[src/design/line_origin_map_lookup_top_assert.svh]
// ----------------------------------------------------------------------------
// line_origin_map_lookup_top_assert.svh
// Assertion macros shared by the line origin map lookup block.
// ----------------------------------------------------------------------------
`ifndef LINE_ORIGIN_MAP_LOOKUP_TOP_ASSERT_SVH
`define LINE_ORIGIN_MAP_LOOKUP_TOP_ASSERT_SVH

// Same-cycle implication, disabled while in reset
`define LOMAP_ASSERT_NOW(label, clk, rst_n, ante, cons, msg) \
    label: assert property (@(posedge clk) disable iff (!rst_n) (ante) |-> (cons)) \
        else $error(msg);

// Next-cycle implication, disabled while in reset
`define LOMAP_ASSERT_NEXT(label, clk, rst_n, ante, cons, msg) \
    label: assert property (@(posedge clk) disable iff (!rst_n) (ante) |=> (cons)) \
        else $error(msg);

`endif

[src/design/lomap_pkg.sv]
`timescale 1ns / 1ps
// ----------------------------------------------------------------------------
// lomap_pkg
// Shared constants, codes and types of the line origin map lookup block.
// ----------------------------------------------------------------------------
package lomap_pkg;

    localparam int MAP_DEPTH    = 64;
    localparam int FILE_ID_BITS = 16;

    localparam int IDX_W      = $clog2(MAP_DEPTH);
    localparam int CNT_W      = $clog2(MAP_DEPTH + 1);
    localparam int LINE_W     = 32;
    localparam int STEP_W     = 16;
    localparam int OUT_FILE_W = 16;
    localparam int S_TDATA_W  = 96;
    localparam int M_TDATA_W  = 80;

    typedef enum logic [1:0] {
        MODE_SET    = 2'd0,
        MODE_NEXT   = 2'd1,
        MODE_LOOKUP = 2'd2,
        MODE_NONE   = 2'd3
    } mode_t;

    typedef enum logic [1:0] {
        STAT_OK     = 2'd0,
        STAT_FULL   = 2'd1,
        STAT_NO_MAP = 2'd2,
        STAT_BEYOND = 2'd3
    } status_t;

    typedef enum logic [2:0] {
        ST_IDLE,
        ST_PROBE,
        ST_CMP,
        ST_FETCH,
        ST_MUL,
        ST_ADD
    } state_t;

    // One mapping record as held in the table memory
    typedef struct packed {
        logic [LINE_W-1:0]       start;
        logic [FILE_ID_BITS-1:0] file;
        logic [LINE_W-1:0]       base;
        logic [STEP_W-1:0]       step;
    } rec_t;

    // Controller to datapath
    typedef struct packed {
        logic    capture;     // latch query, start search
        logic    wr_rec;      // append record
        logic    inc_line;    // advance line counter
        logic    emit;        // load result word with zero mapping
        status_t code;        // status for emit
        logic    probe_rd;    // read record at pos + probe
        logic    probe_skip;  // probe out of range, halve it
        logic    probe_cmp;   // compare read record, halve probe
        logic    fetch_rd;    // read final record at pos
        logic    take_rec;    // latch final record, form offset
        logic    mul;         // step * offset
        logic    emit_map;    // load result word with mapping
    } cmd_t;

    // Datapath to controller
    typedef struct packed {
        mode_t mode;
        logic  full;
        logic  empty;
        logic  beyond;
        logic  probe_zero;
        logic  at_ok;
        logic  rec_gt_q;
        logic  out_free;
    } sts_t;

endpackage

[src/design/lomap_ctrl.sv]
`timescale 1ns / 1ps
// ----------------------------------------------------------------------------
// lomap_ctrl
// Item dispatch and binary search sequencer of the line origin map lookup.
// ----------------------------------------------------------------------------
module lomap_ctrl
    import lomap_pkg::*;
(
    input  logic aclk,
    input  logic aresetn,
    input  logic s_tvalid,
    output logic s_tready,
    input  sts_t sts,
    output cmd_t cmd
);

    state_t state_reg, state_next;

    always_ff @(posedge aclk) begin
        if (!aresetn) begin
            state_reg <= ST_IDLE;
        end else begin
            state_reg <= state_next;
        end
    end

    // Next state and commands
    always_comb begin
        state_next = state_reg;
        cmd        = '0;
        cmd.code   = STAT_OK;
        s_tready   = 1'b0;

        case (state_reg)
            ST_IDLE: begin
                s_tready = sts.out_free;
                if (s_tvalid && sts.out_free) begin
                    case (sts.mode)
                        MODE_SET: begin
                            cmd.emit = 1'b1;
                            if (sts.full) begin
                                cmd.code = STAT_FULL;
                            end else begin
                                cmd.wr_rec = 1'b1;
                            end
                        end
                        MODE_NEXT: begin
                            cmd.inc_line = 1'b1;
                            cmd.emit     = 1'b1;
                        end
                        MODE_LOOKUP: begin
                            if (sts.beyond) begin
                                cmd.emit = 1'b1;
                                cmd.code = STAT_BEYOND;
                            end else if (sts.empty) begin
                                cmd.emit = 1'b1;
                                cmd.code = STAT_NO_MAP;
                            end else begin
                                cmd.capture = 1'b1;
                                state_next  = ST_PROBE;
                            end
                        end
                        default: begin
                            cmd.emit = 1'b1;
                        end
                    endcase
                end
            end
            // one halving step; reads only below the record count
            ST_PROBE: begin
                if (sts.probe_zero) begin
                    cmd.fetch_rd = 1'b1;
                    state_next   = ST_FETCH;
                end else if (sts.at_ok) begin
                    cmd.probe_rd = 1'b1;
                    state_next   = ST_CMP;
                end else begin
                    cmd.probe_skip = 1'b1;
                end
            end
            ST_CMP: begin
                cmd.probe_cmp = 1'b1;
                state_next    = ST_PROBE;
            end
            // only the first record can start above the query here
            ST_FETCH: begin
                if (sts.rec_gt_q) begin
                    cmd.emit   = 1'b1;
                    cmd.code   = STAT_NO_MAP;
                    state_next = ST_IDLE;
                end else begin
                    cmd.take_rec = 1'b1;
                    state_next   = ST_MUL;
                end
            end
            ST_MUL: begin
                cmd.mul    = 1'b1;
                state_next = ST_ADD;
            end
            ST_ADD: begin
                cmd.emit_map = 1'b1;
                state_next   = ST_IDLE;
            end
            default: begin
                state_next = ST_IDLE;
            end
        endcase
    end

endmodule

[config.mk]
export PLATFORM = sky130hd
export DESIGN_NAME = lomap_ctrl
export DESIGN_NICKNAME = d
export VERILOG_FILES = /design/src/design/line_origin_map_lookup_top_assert.svh /design/src/design/lomap_pkg.sv /design/src/design/lomap_ctrl.sv
export SDC_FILE = /design/constraint.sdc
export NUM_CORES = 1
export LEC_CHECK = 0
export ABC_AREA = 1
export ABC_CLOCK_PERIOD_IN_PS = 1620
export BUFFER_PORTS_ARGS = -buffer_cell sky130_fd_sc_hd__buf_2
export CORE_AREA = 3 3 40 42
export CTS_BUF_LIST = sky130_fd_sc_hd__clkbuf_4
export DETAILED_ROUTE_END_ITERATION = 12
export DIE_AREA = 0 0 43 45
export PLACE_DENSITY_LB_ADDON = 0.3
export SETUP_SLACK_MARGIN = 0.2
export SYNTH_ARGS = -nofsm -noshare
export SYNTH_HDL_FRONTEND = slang
export SYNTH_SLANG_ARGS = --single-unit
[constraint.sdc]
create_clock -name aclk -period 1.62 [get_ports aclk]
set_input_delay 0.243 -clock aclk [delete_from_list [all_inputs] [get_ports aclk]]
set_output_delay 0.243 -clock aclk [all_outputs]
set_load 0.05 [all_outputs]
==> results of run 1 <==
[metrics by stage]
step                        util  setup slack (ns)  hold slack [ns]
final                     0.5910           0.07411           0.2552
after floorplan                -          -0.08824           0.3626
after CTS                 0.5278           0.06368           0.2496
after global routing      0.5910          0.004025           0.2758
after global placement    0.4070            0.1643           0.4908
after detailed placement  0.4070            0.1438           0.4895
[cell families (layout without fill, tap and decap cells)]
| group | Yosys count | count (layout) | share of synthesized area |
|---|---|---|---|
| compound gates | 5 | 5 | 0.07751 |
| buf+inv | 12 | 51 | 0.1396 |
| flops | 3 | 3 | 0.1861 |
| simple gates | 38 | 38 | 0.5969 |
[how the worst min path moves through the flow]
stage / startpoint / to / slack, ns / depth (start not counted)
after floorplan: aresetn / state_reg[0] / 0.36 / 2
after global placement: aresetn / state_reg[0] / 0.49 / 3
after detailed placement: aresetn / state_reg[0] / 0.49 / 3
after CTS: aresetn / state_reg[0] / 0.25 / 3
after global routing: aresetn / state_reg[0] / 0.28 / 3
final: aresetn / state_reg[0] / 0.26 / 3
[power by group through the flow]
stage	Sequential [mW]	Combinational, mW	Clock [mW]
CTS	0.0734	0.0865	0.149
floorplan	0.0745	0.0458	0
global route	0.0734	0.0965	0.154
finish	0.0734	0.0887	0.142
detailed placement	0.0746	0.0744	0
global placement	0.0745	0.0737	0
[synthesized netlist by cell type]
master	number
nand2_1	12
nor2_4	1
inv_2	5
nor4_1	1
dfxtp_1	3
inv_1	7
nor3_4	1
nand3_1	2
nand3_2	1
nor2_1	13
nor3_1	4
o21ai_1	3
nand2_2	2
a21oi_1	2
nor3b_2	1
[cell usage in the layout (no fill, tap or decap)]
cell type,n
o21ai_1,1
inv_4,1
nor4_4,1
nor3_4,2
dfxtp_2,2
inv_6,1
nor2_1,10
buf_8,1
dfxtp_4,1
clkbuf_4,5
nor2_4,2
o21ai_2,2
nand2_1,11
inv_2,5
nand3_4,1
buf_2,11
nor3_1,1
buf_6,10
nor2_2,2
a21oi_2,1
nand3_1,2
nor3b_4,1
inv_1,5
buf_4,11
buf_12,1
nand2_2,2
a21oi_1,1
nand2_4,1
nor3_2,2
[cell type report]
| cell class | count | area (µm²) |
|---|---|---|
| clock buffers | 4 | 30.03 |
| repair buffers | 35 | 292.8 |
| well taps | 15 | 18.77 |
| inverters | 12 | 52.55 |
| flip-flops and latches | 3 | 66.31 |
| fillers | 133 | 525.5 |
| multi-input cells | 43 | 299.0 |
[worst max-delay path, cell delays in order (launching register included)]
cell and delay (ns):
dfxtp_2 0.32, inv_4 0.09, nand2_4 0.06, nor2_4 0.11
nand3_4 0.12, nor3b_4 0.19, buf_6 0.18
[metal layers]
metal / global-route usage / share of wire / vias up / wire length (µm)
met1: 0.1178 / 0.36 / 196 / 374
met2: 0.2305 / 0.55 / 18 / 577
met3: 0.01992 / 0.090 / 0 / 94
met5: 0 / 0 / - / 0
li1: - / - / 259 / -
met4: 0.05422 / 0 / 0 / 0
[repair_timing]
action / CTS / global route
setup buffers: 7 / 3
pin swaps: 8 / 6
endpoints found under the setup margin: 13 / 14
resized for setup: 24 / 15
==> summary.txt, run 1 <==
status -> complete, no violations
DP Wirelength -> 745.9 µm
site row count -> 13
CTS tree -> yes
clock buffer depth -> 2
Non-Filler Instances -> 112
Clk pin slew, worst setup/hold paths -> 0.03 ns
PD cells -> 399.9 nW/µm²
routed len/inst -> 9.339 µm
# hold bufs at CTS -> 0
I/O Buffers -> 25
final hold viol count -> 0
remaining antenna violation count -> 0
Clock Tree Root -> clkbuf_4
Total Nets Final -> 110
Worst-Margin Slew -> 0.2590 ns
worst reg2reg path endpoint -> state_reg[0]
Worst R2R Path Depth -> 7
Final Max Tran Viols -> 0
routed wire length -> 1.046 mm
CTS Sinks -> 3
die height -> 45 µm
Clock power frac -> 0.466
Ant. Diodes -> 0
number of global-route vias before repair -> 456
final setup TNS -> 0 ns
logic gate share of total power -> 0.292
Tot Pwr -> 303.7 µW
Max Fclk -> 646.9 MHz
share of post-route cells with drive strength above 1 -> 0.6804
Critical Path End -> cmd[11]
period utilisation layout -> 0.9543
via count of the routed design -> 473
Residual DRC -> 0
Pleak -> 0.3675 nW
post-synth top area share -> 0.1860
CP arrival -> 1.30 ns
Area after DPL -> 523.0 µm²
synth-to-layout area growth -> 135.3%
H-tree levels -> 1
GRT Overall Usage -> 0.1165
Mean Syn Cell Area -> 5.566 µm²
Worst setup EP type -> primary output
startpoint types -> register
worst-path fanout max -> 5
worst skew pair latency -> 0.22 ns
largest net degree at the start of global routing -> 7
sequential area share after synthesis -> 0.1860
grt ovf -> 0
Switching Share -> 0.2894
Layout Cell Area excl Fill -> 759.5 µm²
CP startpoint -> state_reg[0]
P_int -> 215.8 µW
total CTS buffers -> 3
critical path type -> reg2out
die area -> 1935 µm²
drt pass-1 iters -> 4
core outline area -> 1285 µm²
Hold/Removal Path Class -> in2reg
maximum vdd ir drop -> 454.6 µV
Setup-failing EPs final -> 0
fin crit period -> 1.546 ns
synth top area cells -> dfxtp_1 19%, nor2_1 15%, nand2_1 14%
Post-Synthesis Cells -> 58
synth unique cells -> 15
Largest register FFs -> 3
gpl congestion -> 0.7805
Post-Syn Nets -> 70
R2R Path Start -> state_reg[1]
Starting Density -> 0.2512
initial antenna violation count -> 0
first-pass GRT wire length -> 1.711 mm
Cell Area, Synth -> 322.8 µm²
switching power total -> 87.88 µW
I/O pins -> 26
Max-slew headroom -> 0.8273
RSZ-0062 raised after global routing -> true
Avg Vias per Cell -> 4.223
sequential share of power -> 0.242
Ys Warns -> 0
clock skew -> 0.0006765 ns
maxcap violations -> 0
DP Cell Count -> 98
Yosys top cell by area -> dfxtp_1
chip width -> 43 µm
Req. time, crit path -> 1.38 ns
DR iter-0 viols -> 2
R2R Setup Slk -> 0.46 ns
#FFs+latches synth -> 3
Note: power is estimated with default switching activity, not from simulation.
==> run 2: changes to the inputs <==
--- a/config.mk
+++ b/config.mk
@@ -5,7 +5,6 @@
 export SDC_FILE = /design/constraint.sdc
 export NUM_CORES = 1
 export LEC_CHECK = 0
-export ABC_AREA = 1
 export ABC_CLOCK_PERIOD_IN_PS = 1620
 export BUFFER_PORTS_ARGS = -buffer_cell sky130_fd_sc_hd__buf_2
 export CORE_AREA = 3 3 40 42
==> summary.txt, run 2 <==
number of synthesized flops with an enable pin -> 0
die area -> 1935 µm²
number of global-route vias before repair -> 438
Final Max Tran Viols -> 0
Worst setup EP type -> primary output
Largest register FFs -> 3
chip width -> 43 µm
site row count -> 13
Cell Area, Synth -> 307.8 µm²
routed wire length -> 1.120 mm
top cells by count, synth -> 6 x nor2_1, 4 x o21ai_0, 3 x dfxtp_1, 3 x nor3b_1
P_int -> 220.2 µW
worst hold slack -> 0.2645 ns
most common cell in the netlist -> nor2_1
Clock Tree Root -> clkbuf_4
Post-Synthesis Cells -> 39
Post-Syn Nets -> 51
gpl congestion -> 0.6431
period utilisation layout -> 0.9932
synth-to-layout area growth -> 132.5%
CP startpoint -> state_reg[1]
Setup-failing EPs final -> 0
maxcap violations -> 0
Area after DPL -> 533.0 µm²
clock buffer depth -> 2
critical path type -> reg2out
Clk pin slew, worst setup/hold paths -> 0.04 ns
Avg Vias per Cell -> 4.820
# hold bufs at CTS -> 0
Critical Path End -> cmd[11]
clock skew -> 0.001277 ns
maximum vdd ir drop -> 315.0 µV
remaining antenna violation count -> 0
initial antenna violation count -> 0
Worst R2R Path Depth -> 6
via count of the routed design -> 429
Max-slew headroom -> 0.8070
DP Worst Slack -> 0.1474 ns
R2R Path Start -> state_reg[0]
CTS Sinks -> 3
first-pass GRT wire length -> 1.718 mm
final hold viol count -> 0
Total Nets Final -> 87
Worst-Margin Slew -> 0.2814 ns
final setup margin -> 0.01099 ns
RSZ-0062 raised after global routing -> true
worst skew pair latency -> 0.24 ns
CP arrival -> 1.37 ns
logic gate share of total power -> 0.304
I/O Buffers -> 25
switching power total -> 110.5 µW
GRT Overall Usage -> 0.1199
die height -> 45 µm
grt ovf -> 0
post-synth top area share -> 0.1951
routed len/inst -> 12.58 µm
synth top area cells -> dfxtp_1 20%, nor4b_4 7.7%, nor2_1 7.3%
fin crit period -> 1.609 ns
footprint of the multi-input gates -> 321.6 µm²
Post-synth ARST share -> 0
sequential share of power -> 0.220
sequential area share after synthesis -> 0.1951
H-tree levels -> 1
Clock power frac -> 0.477
hold depth -> 3
commonest cells after routing, fill and taps aside -> 11 x buf_2, 9 x buf_4, 9 x buf_6, 4 x nor2_1, 4 x clkbuf_4
Mean Syn Cell Area -> 7.892 µm²
DP Wirelength -> 753.8 µm
Yosys top cell by area -> dfxtp_1
ys flop type -> dfxtp_1
share of post-route cells with drive strength above 1 -> 0.7297
#FFs+latches synth -> 3
CTS tree -> yes
Residual DRC -> 0
post-layout util -> 0.5570
I/O pins -> 26
startpoint types -> register
register area -> 68.82 µm²
core outline area -> 1285 µm²
Pleak -> 0.3211 nW
status -> complete, no violations
Ys Warns -> 0
total CTS buffers -> 3
largest net degree at the start of global routing -> 8
PD cells -> 462.0 nW/µm²
drt pass-1 iters -> 2
Switching Share -> 0.3342
worst reg2reg path endpoint -> state_reg[2]
Starting Density -> 0.2395
commonest non-fill, non-tap cell in the layout -> buf_2
synth unique cells -> 23
Max Fclk -> 621.5 MHz
Hold/Removal Path Class -> in2reg
DR iter-0 viols -> 3
Req. time, crit path -> 1.38 ns
Ant. Diodes -> 0
worst-path fanout max -> 6
# fillers -> 119
Layout Cell Area excl Fill -> 715.7 µm²
R2R Setup Slk -> 0.37 ns
## run 2: layout make-up
type	count	share of cell area
Sequential cell	3	0.09615
Multi-Input combinational cell	33	0.4493
Timing Repair Buffer	32	0.3759
Tap cell	15	0.02622
Inverter	2	0.01049
Clock buffer	4	0.04196
## run 2: logic make-up (layout without fill, tap and decap cells)
logic type,count (synthesis),in the layout,share of synthesized area
compound gates,7,7,0.1260
simple gates,25,25,0.5854
flops,3,3,0.1951
mux,1,1,0.03252
buf+inv,3,38,0.06098
## run 2: through the flow
step,total power [mW],instances,setup TNS [ns]
floorplan,0.1294,39,-0.4697
global placement,0.1636,80,0
detailed placement,0.1644,80,0
CTS,0.3279,88,-0.007826
global route,0.3518,89,-0.1339
finish,0.3306,89,0
## run 2: power groups by stage
stage / combinational [mW] / clock (mW) / sequential (mW)
after floorplan: 0.0527 / 0 / 0.0767
after global placement: 0.0866 / 0 / 0.0770
after detailed placement: 0.0873 / 0 / 0.0772
after CTS: 0.0981 / 0.157 / 0.0726
after global routing: 0.106 / 0.173 / 0.0725
final: 0.100 / 0.158 / 0.0726
## run 2: worst min-delay path by stage
stage,start,to,slack (ns)
finish,aresetn,state_reg[1],0.26
global route,aresetn,state_reg[1],0.26
CTS,aresetn,state_reg[1],0.25
detailed placement,aresetn,state_reg[1],0.50
global placement,aresetn,state_reg[1],0.51
floorplan,aresetn,state_reg[2],0.37
## run 2: per-layer routing
layer	part of all wire	global-route usage
met1	0.38	0.1181
met4	0	0.03614
met3	0.069	0.04382
met2	0.55	0.2335
met5	0	0
## run 2: worst max-delay path, stage by stage, from the launching register on
cell and delay (ns):
dfxtp_4 0.35, nor3_4 0.21, nand3_4 0.16, nor4_2 0.16, buf_4 0.23
## run 2: what timing repair did
action / CTS / global route
pin swaps: 9 / 2
gates resized for setup: 27 / 9
endpoints found under the setup margin: 14 / 14
setup buffers: 4 / 1
